$ cat src/sv/positional_list_store_assert.svh
// Assertion macros shared by the positional list store RTL.
// Included by the files that check their own logic; no other dependencies.
`ifndef POSITIONAL_LIST_STORE_ASSERT_SVH
`define POSITIONAL_LIST_STORE_ASSERT_SVH

`ifndef ASSERT_OFF
// same-cycle implication
`define PLST_ASSERT_NOW(lbl, clk, rst, ante, cons) \
   lbl: assert property (@(posedge clk) disable iff (rst) (ante) |-> (cons)) \
      else $error("plst assertion failed");
// next-cycle implication
`define PLST_ASSERT_NEXT(lbl, clk, rst, ante, cons) \
   lbl: assert property (@(posedge clk) disable iff (rst) (ante) |=> (cons)) \
      else $error("plst assertion failed");
`else
`define PLST_ASSERT_NOW(lbl, clk, rst, ante, cons)
`define PLST_ASSERT_NEXT(lbl, clk, rst, ante, cons)
`endif

`endif

$ cat src/sv/plst_pkg.sv
// Types and codes shared by the positional list store controller and datapath.
// No dependencies.
`default_nettype none

package plst_pkg;

   // operation codes carried by a request beat
   typedef enum logic [2:0] {
      OP_INS_FRONT = 3'd0,
      OP_INS_AFTER = 3'd1,
      OP_INS_END   = 3'd2,
      OP_DEL_FRONT = 3'd3,
      OP_DEL_AT    = 3'd4,
      OP_DEL_END   = 3'd5,
      OP_SEARCH    = 3'd6,
      OP_DUMP      = 3'd7
   } op_type;

   // status codes of a response beat
   typedef enum logic [1:0] {
      ST_OK    = 2'd0,
      ST_FULL  = 2'd1,
      ST_EMPTY = 2'd2,
      ST_RANGE = 2'd3
   } status_type;

   // controller states
   typedef enum logic [1:0] {
      S_IDLE = 2'd0,
      S_EXEC = 2'd1,
      S_SCAN = 2'd2
   } state_type;

   // what the output register is loaded with
   typedef enum logic [1:0] {
      OUT_STATUS = 2'd0,
      OUT_SRCH   = 2'd1,
      OUT_ELEM   = 2'd2
   } out_sel_type;

   // controller to datapath commands
   typedef struct packed {
      logic        load_req;
      logic        exec_upd;
      logic        scan_clr;
      logic        scan_step;
      logic        out_load;
      out_sel_type out_sel;
   } cmd_type;

   // datapath to controller status
   typedef struct packed {
      op_type op;
      logic   list_empty;
      logic   scan_last;
      logic   out_free;
   } sts_type;

endpackage

`default_nettype wire

$ cat src/sv/plst_dpath.sv
// Datapath of the positional list store: shifting cells, fill count, scan
// counter and the response register. Depends on plst_pkg and the assert header.
`default_nettype none
`include "positional_list_store_assert.svh"

module plst_dpath #(
   parameter int unsigned DEPTH = 16
) (
   input  wire logic               clock,
   input  wire logic               reset,
   input  wire plst_pkg::cmd_type  cmd,
   output plst_pkg::sts_type       sts,
   input  wire logic [2:0]         req_op,
   input  wire logic signed [31:0] req_value,
   input  wire logic [4:0]         req_position,
   output logic                    rsp_valid,
   input  wire logic               rsp_stall,
   output logic [1:0]              rsp_status,
   output logic                    rsp_found,
   output logic signed [31:0]      rsp_element,
   output logic [4:0]              rsp_length,
   output logic                    rsp_last
);
   import plst_pkg::*;

   localparam int unsigned CW = $clog2(DEPTH + 1);
   localparam int unsigned IW = $clog2(DEPTH);
   localparam int unsigned PW = (CW > 5) ? CW : 5;

   // latched request
   op_type             op_ff;
   logic signed [31:0] value_ff;
   logic [4:0]         pos_ff;

   // list storage
   logic signed [31:0] cells_ff [DEPTH];
   logic signed [31:0] cells_in [DEPTH];
   logic signed [31:0] prev_w   [DEPTH];
   logic signed [31:0] next_w   [DEPTH];
   logic [CW-1:0]      fill_ff, fill_in;

   // scan state
   logic [IW-1:0] cnt_ff;
   logic          found_ff;

   // response register
   logic               rsp_valid_ff, rsp_valid_in;
   logic [1:0]         rsp_status_ff;
   logic               rsp_found_ff;
   logic signed [31:0] rsp_element_ff;
   logic [4:0]         rsp_length_ff;
   logic               rsp_last_ff;

   logic [PW-1:0] pos_w, fill_w, fill_in_w;
   logic          full, empty, pos_bad, is_ins, upd_ok, do_upd, match, out_free, scan_last;
   status_type    status_w;
   logic [CW-1:0] idx;

   // request latch
   always_ff @(posedge clock) begin
      if (cmd.load_req) begin
         op_ff    <= op_type'(req_op);
         value_ff <= req_value;
         pos_ff   <= req_position;
      end
   end

   // range checks
   assign pos_w   = PW'(pos_ff);
   assign fill_w  = PW'(fill_ff);
   assign full    = (fill_ff == CW'(DEPTH));
   assign empty   = (fill_ff == '0);
   assign pos_bad = (pos_ff == '0) || (pos_w > fill_w);
   assign is_ins  = (op_ff == OP_INS_FRONT) || (op_ff == OP_INS_AFTER) ||
                    (op_ff == OP_INS_END);

   // status and target index of an update
   always_comb begin
      status_w = ST_OK;
      idx      = '0;
      case (op_ff)
         OP_INS_FRONT: begin
            status_w = full ? ST_FULL : ST_OK;
         end
         OP_INS_AFTER: begin
            status_w = full ? ST_FULL : (pos_bad ? ST_RANGE : ST_OK);
            idx      = CW'(pos_w);
         end
         OP_INS_END: begin
            status_w = full ? ST_FULL : ST_OK;
            idx      = fill_ff;
         end
         OP_DEL_FRONT: begin
            status_w = empty ? ST_EMPTY : ST_OK;
         end
         OP_DEL_AT: begin
            status_w = empty ? ST_EMPTY : (pos_bad ? ST_RANGE : ST_OK);
            idx      = CW'(pos_w - PW'(1));
         end
         OP_DEL_END: begin
            status_w = empty ? ST_EMPTY : ST_OK;
            idx      = fill_ff - CW'(1);
         end
         OP_SEARCH: begin
            status_w = ST_OK;
         end
         OP_DUMP: begin
            status_w = empty ? ST_EMPTY : ST_OK;
         end
         default: begin
            status_w = ST_OK;
         end
      endcase
   end

   assign upd_ok = (status_w == ST_OK) && (op_ff != OP_SEARCH) && (op_ff != OP_DUMP);
   assign do_upd = cmd.exec_upd && upd_ok;

   // fill count
   always_comb begin
      fill_in = fill_ff;
      if (do_upd) begin
         fill_in = is_ins ? (fill_ff + CW'(1)) : (fill_ff - CW'(1));
      end
   end
   assign fill_in_w = PW'(fill_in);

   always_ff @(posedge clock) begin
      if (reset) begin
         fill_ff <= '0;
      end else begin
         fill_ff <= fill_in;
      end
   end

   // neighbor taps of each cell
   for (genvar g = 0; g < DEPTH; g++) begin : g_tap
      if (g == 0) begin : g_first
         assign prev_w[g] = '0;
      end else begin : g_mid
         assign prev_w[g] = cells_ff[g-1];
      end
      if (g == DEPTH - 1) begin : g_lastc
         assign next_w[g] = '0;
      end else begin : g_body
         assign next_w[g] = cells_ff[g+1];
      end
   end

   // per-cell shift: insert opens a gap, delete closes one, scan rotates the list
   always_comb begin
      for (int i = 0; i < DEPTH; i++) begin
         cells_in[i] = cells_ff[i];
         if (do_upd && is_ins) begin
            if (CW'(i) == idx) begin
               cells_in[i] = value_ff;
            end else if ((CW'(i) > idx) && (CW'(i) <= fill_ff)) begin
               cells_in[i] = prev_w[i];
            end
         end else if (do_upd) begin
            if ((CW'(i) >= idx) && (CW'(i + 1) < fill_ff)) begin
               cells_in[i] = next_w[i];
            end
         end else if (cmd.scan_step) begin
            if (CW'(i + 1) < fill_ff) begin
               cells_in[i] = next_w[i];
            end else if (CW'(i + 1) == fill_ff) begin
               cells_in[i] = cells_ff[0];
            end
         end
      end
   end

   always_ff @(posedge clock) begin
      for (int i = 0; i < DEPTH; i++) begin
         cells_ff[i] <= cells_in[i];
      end
   end

   // scan counter and sticky match
   assign match     = (cells_ff[0] == value_ff);
   assign scan_last = (CW'(cnt_ff) == (fill_ff - CW'(1)));

   always_ff @(posedge clock) begin
      if (cmd.scan_clr) begin
         cnt_ff   <= '0;
         found_ff <= 1'b0;
      end else if (cmd.scan_step) begin
         cnt_ff   <= cnt_ff + IW'(1);
         found_ff <= found_ff | match;
      end
   end

   // response register
   assign out_free     = !rsp_valid_ff || !rsp_stall;
   assign rsp_valid_in = cmd.out_load ? 1'b1 : (rsp_stall & rsp_valid_ff);

   always_ff @(posedge clock) begin
      if (reset) begin
         rsp_valid_ff <= 1'b0;
      end else begin
         rsp_valid_ff <= rsp_valid_in;
      end
   end

   always_ff @(posedge clock) begin
      if (cmd.out_load) begin
         rsp_length_ff <= fill_in_w[4:0];
         case (cmd.out_sel)
            OUT_STATUS: begin
               rsp_status_ff  <= status_w;
               rsp_found_ff   <= 1'b0;
               rsp_element_ff <= '0;
               rsp_last_ff    <= 1'b1;
            end
            OUT_SRCH: begin
               rsp_status_ff  <= ST_OK;
               rsp_found_ff   <= found_ff | match;
               rsp_element_ff <= '0;
               rsp_last_ff    <= 1'b1;
            end
            OUT_ELEM: begin
               rsp_status_ff  <= ST_OK;
               rsp_found_ff   <= 1'b0;
               rsp_element_ff <= cells_ff[0];
               rsp_last_ff    <= scan_last;
            end
            default: begin
               rsp_status_ff  <= status_w;
               rsp_found_ff   <= 1'b0;
               rsp_element_ff <= '0;
               rsp_last_ff    <= 1'b1;
            end
         endcase
      end
   end

   assign rsp_valid   = rsp_valid_ff;
   assign rsp_status  = rsp_status_ff;
   assign rsp_found   = rsp_found_ff;
   assign rsp_element = rsp_element_ff;
   assign rsp_length  = rsp_length_ff;
   assign rsp_last    = rsp_last_ff;

   // status back to the controller
   assign sts.op         = op_ff;
   assign sts.list_empty = empty;
   assign sts.scan_last  = scan_last;
   assign sts.out_free   = out_free;

   // checks
   `PLST_ASSERT_NOW(a_fill_bound, clock, reset, 1'b1, fill_ff <= CW'(DEPTH))
   `PLST_ASSERT_NOW(a_load_free, clock, reset, cmd.out_load, out_free)
   `PLST_ASSERT_NEXT(a_ins_grows, clock, reset, do_upd && is_ins,
      fill_ff == $past(fill_ff) + CW'(1))

endmodule

`default_nettype wire

$ cat src/sv/plst_ctrl.sv
// Controller state machine of the positional list store: request intake,
// update and scan sequencing. Depends on plst_pkg and the assert header.
`default_nettype none
`include "positional_list_store_assert.svh"

module plst_ctrl (
   input  wire logic              clock,
   input  wire logic              reset,
   input  wire logic              req_valid,
   output logic                   req_stall,
   input  wire plst_pkg::sts_type sts,
   output plst_pkg::cmd_type      cmd
);
   import plst_pkg::*;

   state_type state_ff, state_in;

   // state register
   always_ff @(posedge clock) begin
      if (reset) begin
         state_ff <= S_IDLE;
      end else begin
         state_ff <= state_in;
      end
   end

   assign req_stall = reset || (state_ff != S_IDLE);

   // next state and commands
   always_comb begin
      state_in = state_ff;
      cmd      = '0;
      case (state_ff)
         S_IDLE: begin
            if (req_valid) begin
               cmd.load_req = 1'b1;
               state_in     = S_EXEC;
            end
         end
         S_EXEC: begin
            if (sts.out_free) begin
               if ((sts.op == OP_SEARCH) || (sts.op == OP_DUMP)) begin
                  if (sts.list_empty) begin
                     cmd.out_load = 1'b1;
                     cmd.out_sel  = OUT_STATUS;
                     state_in     = S_IDLE;
                  end else begin
                     cmd.scan_clr = 1'b1;
                     state_in     = S_SCAN;
                  end
               end else begin
                  cmd.exec_upd = 1'b1;
                  cmd.out_load = 1'b1;
                  cmd.out_sel  = OUT_STATUS;
                  state_in     = S_IDLE;
               end
            end
         end
         S_SCAN: begin
            if (sts.op == OP_SEARCH) begin
               // compare one cell per beat; report on the final one
               if (!sts.scan_last) begin
                  cmd.scan_step = 1'b1;
               end else if (sts.out_free) begin
                  cmd.scan_step = 1'b1;
                  cmd.out_load  = 1'b1;
                  cmd.out_sel   = OUT_SRCH;
                  state_in      = S_IDLE;
               end
            end else if (sts.out_free) begin
               // dump: one element per response beat
               cmd.scan_step = 1'b1;
               cmd.out_load  = 1'b1;
               cmd.out_sel   = OUT_ELEM;
               if (sts.scan_last) begin
                  state_in = S_IDLE;
               end
            end
         end
         default: begin
            state_in = S_IDLE;
         end
      endcase
   end

   // checks
   `PLST_ASSERT_NEXT(a_accept_exec, clock, reset, req_valid && !req_stall,
      state_ff == S_EXEC)
   `PLST_ASSERT_NOW(a_scan_nonempty, clock, reset, state_ff == S_SCAN, !sts.list_empty)
   `PLST_ASSERT_NOW(a_upd_only_exec, clock, reset, cmd.exec_upd || cmd.scan_clr,
      state_ff == S_EXEC)

endmodule

`default_nettype wire

$ cat src/sv/positional_list_store.sv
// Positional list store: an ordered list of up to DEPTH signed 32-bit values held in
// shifting cells, front in cell 0. Insert, delete and search requests give one response
// beat each; a dump gives one beat per element with rsp_last on the final one, or a
// single empty-status beat. Inserts and deletes go through intake, then an update in
// which every cell shifts at once, held until the response register is free. A search
// or a dump of a non-empty list rotates it through cell 0 one element a cycle (a dump
// pauses on a stalled response); that single compare/output point sets the scan time.
// The cells need no clearing after reset. Depends on plst_pkg, plst_ctrl and plst_dpath.
`default_nettype none

module positional_list_store #(
   parameter int unsigned DEPTH = 16
) (
   input  wire logic               clock,
   input  wire logic               reset,
   input  wire logic               req_valid,
   output logic                    req_stall,
   input  wire logic [2:0]         req_op,
   input  wire logic signed [31:0] req_value,
   input  wire logic [4:0]         req_position,
   output logic                    rsp_valid,
   input  wire logic               rsp_stall,
   output logic [1:0]              rsp_status,
   output logic                    rsp_found,
   output logic signed [31:0]      rsp_element,
   output logic [4:0]              rsp_length,
   output logic                    rsp_last
);
   import plst_pkg::*;

   cmd_type cmd;
   sts_type sts;

   // sequencing
   plst_ctrl u_ctrl (
      .clock     (clock),
      .reset     (reset),
      .req_valid (req_valid),
      .req_stall (req_stall),
      .sts       (sts),
      .cmd       (cmd)
   );

   // storage and response register
   plst_dpath #(
      .DEPTH (DEPTH)
   ) u_dpath (
      .clock        (clock),
      .reset        (reset),
      .cmd          (cmd),
      .sts          (sts),
      .req_op       (req_op),
      .req_value    (req_value),
      .req_position (req_position),
      .rsp_valid    (rsp_valid),
      .rsp_stall    (rsp_stall),
      .rsp_status   (rsp_status),
      .rsp_found    (rsp_found),
      .rsp_element  (rsp_element),
      .rsp_length   (rsp_length),
      .rsp_last     (rsp_last)
   );

endmodule

`default_nettype wire

$ cat config.mk
export PLATFORM = sky130hd
export DESIGN_NAME = positional_list_store
export DESIGN_NICKNAME = d
export VERILOG_FILES = /design/src/sv/plst_pkg.sv /design/src/sv/plst_dpath.sv /design/src/sv/plst_ctrl.sv /design/src/sv/positional_list_store.sv
export VERILOG_INCLUDE_DIRS = /design/src /design/src/sv
export SDC_FILE = /design/constraint.sdc
export NUM_CORES = 2
export LEC_CHECK = 0
export BUFFER_PORTS_ARGS = -buffer_cell sky130_fd_sc_hd__buf_2
export CAP_MARGIN = 25
export CORE_UTILIZATION = 25
export CTS_CLUSTER_SIZE = 20
export DETAILED_ROUTE_END_ITERATION = 16
export PLACE_DENSITY = 0.45
export SETUP_SLACK_MARGIN = 0.02
export SLEW_MARGIN = 20
export SYNTH_ARGS = -nofsm -noshare
export SYNTH_HDL_FRONTEND = slang
export SYNTH_SLANG_ARGS = --single-unit
$ cat constraint.sdc
create_clock -name clock -period 10.87 [get_ports clock]
set_input_delay 0 -clock clock [delete_from_list [all_inputs] [get_ports clock]]
set_output_delay 0 -clock clock [all_outputs]
set_load 0.05 [all_outputs]
## Yosys cells after proc, flatten, opt, wreduce, memory -nomap -nowiden

Memory sizes are Yosys's and may differ from the RTL's.
Cells that the tools add are included.

- Register bits: 94
- Bits in latches: 0
- Memory bits (writable): 512
- Bits in read-only memories: 0
- Input bits: 44
- Output and inout port bits: 43
- Word-level logic and storage cells: 354
- Memories: 1

- $add $sub $neg: 4
- Multiply operators: 0
- Divide/modulo/power cells: 0
- $lt $le $gt $ge: 65
- Eq/ne operators: 50
- Shifts and indexed selects: 0
- Multiplexer cells: 164
- Bitwise operators: 2
- Reduce and logical (&&, ||, !) cells: 55

Memory list:

| memory | words | width | read ports | clocked after Yosys merged registers in | write ports | RTL line | text |
|---|---|---|---|---|---|---|---|
| u_dpath.cells_ff | 16 | 32 | 16 | 0 | 16 | plst_dpath.sv:36 | `logic signed [31:0] cells_ff [DEPTH];` |

Operators by type and width:

| operator | number |
|---|---|
| $mux W32 | 127 |
| $eq A4 B5 Y1 const A | 16 |
| $eq A3 B5 Y1 const A | 8 |
| $ge A4 B5 Y1 const A | 8 |
| $gt A4 B5 Y1 const A | 8 |
| $le A4 B5 Y1 const A | 8 |
| $lt A4 B5 Y1 const A | 8 |
| $logic_and A1 B1 Y1 | 36 |
| $eq A32 B32 Y1 | 1 |
| $mux W2 | 15 |
| $eq A2 B5 Y1 const A | 4 |
| $ge A3 B5 Y1 const A | 4 |
| $gt A3 B5 Y1 const A | 4 |
| $le A3 B5 Y1 const A | 4 |
| $lt A3 B5 Y1 const A | 4 |
| $pmux W5 S4 | 1 |
| $logic_not A5 Y1 | 3 |
| $eq A3 B3 Y1 const B | 4 |
| $mux W3 | 4 |
| $mux W4 | 3 |
| $ge A1 B5 Y1 const A | 2 |
| $ge A2 B5 Y1 const A | 2 |
| $gt A1 B5 Y1 const A | 2 |
| $gt A2 B5 Y1 const A | 2 |
| other kinds (35) | 62 |

## Longest topological paths before layout

- Depth after elaboration: 11
- Depth in mapped cells: 15
- Mapped depth without buffers: 9

## Modules after synthesis

A second synthesis with hierarchy kept.

- Cell total of the unflattened synthesis: 3244
- Area total of the unflattened synthesis: 35366.4 µm²

Modules (own cells, without submodules):

| module | times used | cells each | area an instance (µm²) | seq. area each (µm²) |
|---|---|---|---|---|
| plst_dpath | 1 | 3210 | 35101.2 | 18027.3 |
| plst_ctrl | 1 | 34 | 265.3 | 40.0 |

## Least setup slack after synthesis

OpenSTA, ideal clock, no wires.

- Path kind: flip-flop to flip-flop
- From: register u_dpath.fill_ff[0] (netlist name)
- To: memory u_dpath.cells_ff[15][0], in the netlist u_dpath.cells_ff[1][224], enable pin
- Setup time: 0.594 ns
- Data arrival time: 7.448 ns
- Required time: 10.276 ns
- Setup slack: 2.828 ns
- Stages on the path, launching flop included: 12
- Path buffers: 2
- Period minus slack after synthesis: 8.042 ns
- Path through: dfxtp_1 -> buf_2 -> inv_1 -> ha_1 -> or4b_1 -> clkbuf_1 -> nand3_1 -> and4b_1 -> a21bo_2 -> nor2_4 -> a21oi_2 -> a2111oi_0

RTL lines:

| what | RTL line |
|---|---|
| end, declared | plst_dpath.sv:36 |

==> key figures <==
Outcome
  – Status: finished, final reports clean

Timing
  – Period minus WS final: 5.83 ns
  – Fmax: 172 MHz
  – Final setup viols: 0
  – Max-slew headroom: 0.286
  – Worst-margin pin slew: 1.07 ns
  – Count of final hold-check violations: 0
  – Slew Limit Fails: 0
  – Final period utilization: 0.536
  – Hold WS: 0.0453 ns
  – Final Skew: 0.0308 ns
  – RSZ-0062 raised after global routing: no
  – Setup_tns: 0 ns

Setup path
  – Reg2reg end: u_dpath.cells_ff[0][13]$_DFFE_PP_
  – WP data required: 11.14 ns
  – Family with the most delay on the worst path: buffers and inverters
  – CP Capture Type: flip-flop
  – Cell mode on critical path: buf_4
  – CP Launch Type: flip-flop
  – Worst r2r path cells: 10
  – Slowest stage cell, crit path: dfxtp_1
  – R2R Setup Slk: 5.04 ns
  – CP Buf/Inv Count: 3
  – Reg2reg start: u_dpath.fill_ff[2]$_SDFF_PP0_
  – Worst EP arrival: 6.10 ns
  – Crit path kind: flip-flop to flip-flop
  – Critical path launch point: u_dpath.fill_ff[2]$_SDFF_PP0_
  – Critical path, cell by cell: clkinv_1 > ha_1 > and3_1 > o21a_1 > o31a_1 > a21boi_4 > nand2_8 > buf_4 > a221oi_4 > buf_4
  – Slowest stage delay, CP: 0.82 ns
  – CP Max Fanout: 103
  – Stages on the worst setup path: 10
  – CP endpoint: u_dpath.cells_ff[0][13]$_DFFE_PP_

Layout
  – P&R area growth vs syn: 14.6%
  – Layout Cells excl Fill: 4901
  – Antenna diode count: 0
  – Fillers: 14200
  – Nets: 3113
  – Cell area after layout: 0.0399 sq mm
  – Fraction of layout cells with a size suffix above 1: 0.118

Synthesis
  – Sequential fraction of the synthesis area: 0.519
  – Area leader, netlist: edfxtp_1
  – Post-synth top area share: 0.512
  – Synthesis warning total: 0
  – Asr flop ratio synth: 0
  – Top_reg_cell synth: edfxtp_1
  – Mapped Area: 0.0348 sq mm
  – FF+latch count, synth: 606
  – Avg Synthesized Cell Area: 11.2 sq um
  – Syn nets: 3162
  – Largest cells by area after synthesis: edfxtp_1 (51%), mux2i_1 (13%), a221o_1 (4.8%), nand2_1 (4.5%), a22oi_1 (3.3%)
  – Cells after Synth: 3101
  – Netlist cell types: 92
  – Post-synth EDFFs: 593

Flow run
  – Max-cap violation count: 0

Routing
  – Routed WL: 136000 um
  – DRC: 0
  – Drt initial violations: 2513
  – Via density: 5.49
  – Pre-Repair DR Iteration Count: 6
  – Total vias in the final route: 26900
  – Antenna Nets Post-Route: 0
  – WL per Instance: 27.7 um

Floorplan
  – CORE AREA: 0.138 sq mm
  – Die X: 375 um
  – Die footprint: 0.141 sq mm
  – Row cnt: 136
  – Initial core utilization: 0.252
  – I/O pin count: 87
  – Die Ht: 375 um

CTS
  – Cts bufs inserted: 76
  – Clk slew on worst S/H paths: 0.06 ns
  – Postcts setup bufs: 0
  – Max H-tree Level: 3
  – # hold bufs at CTS: 45
  – Clock root buffer: clkbuf_16
  – CTS Buffer Depth: 3
  – Clk Latency, worst-skew pair: 0.67 ns
  – Sink Count: 606
  – Post_cts resized: 0
  – CTS tree: yes

GRT
  – Vias in the first global route: 26800
  – Gr usage total: 0.188
  – Antenna violations before repair: 1
  – Largest net degree at the start of global routing: 162
  – Total grt overflow: 0
  – First-pass GRT wire length: 196000 um

Place
  – Port buffer count: 86
  – Final Wtd Congestion: 0.814
  – Area after DPL: 0.0371 sq mm
  – DPL Wire Length: 78200 um
  – Placed cell count: 4721

Power and ir drop
  – Switching Share: 0.377
  – PD cells: 218 mW/mm^2
  – Clk network pwr share: 0.283
  – Int Power: 5.41 mW
  – Comb pwr share: 0.340
  – P_sw: 3.27 mW
  – Leak Pwr: 13.1 nW
  – VDD IR max: 0.110 mV
  – Flop pwr share: 0.376

Min path
  – Hold Crit Class: input pin to flip-flop
  – Hold path start: req_value[27]
==> worst min path at each step <==
stage | depth (start not counted) | slack [ns] | endpoint
floorplan | 0 | 0.1 | u_dpath.op_ff[0]$_DFFE_PP_
global placement | 1 | 0.18 | u_dpath.value_ff[13]$_DFFE_PP_
detailed placement | 1 | 0.18 | u_dpath.pos_ff[2]$_DFFE_PP_
CTS | 2 | 0.003 | u_dpath.value_ff[1]$_DFFE_PP_
global route | 2 | 0.04 | u_dpath.value_ff[15]$_DFFE_PP_
finish | 2 | 0.05 | u_dpath.value_ff[27]$_DFFE_PP_
==> state kept, by name, indices dropped and copies added (netlist names), 3 cells and up <==
| signal | flops |
|---|---|
| u_dpath.cells_ff | 512 |
| u_dpath.cnt_ff | 4 |
| u_dpath.fill_ff | 5 |
| u_dpath.op_ff | 3 |
| u_dpath.pos_ff | 5 |
| u_dpath.rsp_element | 32 |
| u_dpath.rsp_length | 5 |
| u_dpath.value_ff | 32 |
==> worst register-to-register path, delay by kind of cell, from the launching register on <==
family          cells  cell delay, ns
buf+inv             3            1.71
compound gates      4            1.65
fa+ha+maj           1            0.39
flops               1            0.82
simple gates        2            0.84
==> power groups by stage <==
stage / Clock, mW / Sequential (mW) / Combinational [mW]
4_1_cts: 2.53 / 3.26 / 2.93
3_3_place_gp: 0 / 3.31 / 2.88
2_1_floorplan: 0 / 3.23 / 1.89
3_5_place_dp: 0 / 3.30 / 2.91
5_1_grt: 2.60 / 3.29 / 3.12
6_report: 2.46 / 3.26 / 2.95
==> metrics by stage <==
stage	util	worst slack [ns]	power [mW]
2_1_floorplan	-	2.83	5.12
3_3_place_gp	0.269	5.21	6.19
3_5_place_dp	0.269	5.14	6.21
4_1_cts	0.289	5.11	8.72
5_1_grt	0.289	4.82	9.01
6_report	0.289	5.04	8.67
==> placed cells by master, fill, tap and decap left out, types with 41 or more instances in the layout <==
cell type and n:
o221ai_1 129, inv_1 77, clkbuf_16 78, dlygate4sd3_1 45
a221o_1 168, edfxtp_1 593, xnor2_1 41, nand2_1 414
a22oi_1 152, buf_4 93, mux2i_1 443, buf_2 86
nand3_1 106, o21ai_0 58, a21oi_1 191
==> logic make-up (layout without fill, tap and decap cells) <==
logic type,count (synthesis),count (layout),synth area share
buffers and inverters,435,441,0.0549
and+or+nand+nor,735,735,0.101
AOI/OAI and AO/OA,819,819,0.179
DFF,606,606,0.519
xor gates and xnor gates,46,46,0.0122
adders and majority gates,17,17,0.00611
muxes,443,443,0.127
==> cell usage after synthesis (4+ instances only) <==
master     count
ha_1          17
buf_4         16
buf_6          8
inv_1         77
xnor2_1       41
nor2b_1       15
nand3b_1       7
buf_1         29
edfxtp_1     593
o221ai_1     129
dfxtp_1       13
a22oi_1      152
nor3_1        11
mux2i_1      443
nor2_4         5
nand3_1      108
a21oi_1      196
o21ai_2        6
a221oi_1       5
a221o_1      168
buf_2        116
a31oi_1        5
o21ai_1        5
a21oi_2       10
or2_2          4
nand2b_1       6
clkbuf_1     184
o21ai_0       59
nand4_1       11
nand2_1      415
and3_1        36
and2_1        37
o2bb2ai_1     33
nor2_1        35
or3_1          7
==> cell type report <==
cell class	count	area [sq um]	share of cell area
sequential	606	18100	0.453
inverter	79	297	0.00744
tap	1794	2240	0.0563
clock buffer	98	2050	0.0514
timing repair buffer	229	1690	0.0423
multi-input combinational	2060	15300	0.383
clock inverter	35	245	0.00615
==> routing by layer <==
metal  track usage  share of wire  routed length (um)  up-vias
met5             0        0.00015                  20        -
met4        0.0590          0.026                3530        2
met3        0.0222          0.049                6700      185
met2         0.320           0.49               66400      928
met1         0.248           0.43               58900    13900
li1              -              -                   -    11900
No activity file was read; power rests on OpenSTA's default activity.
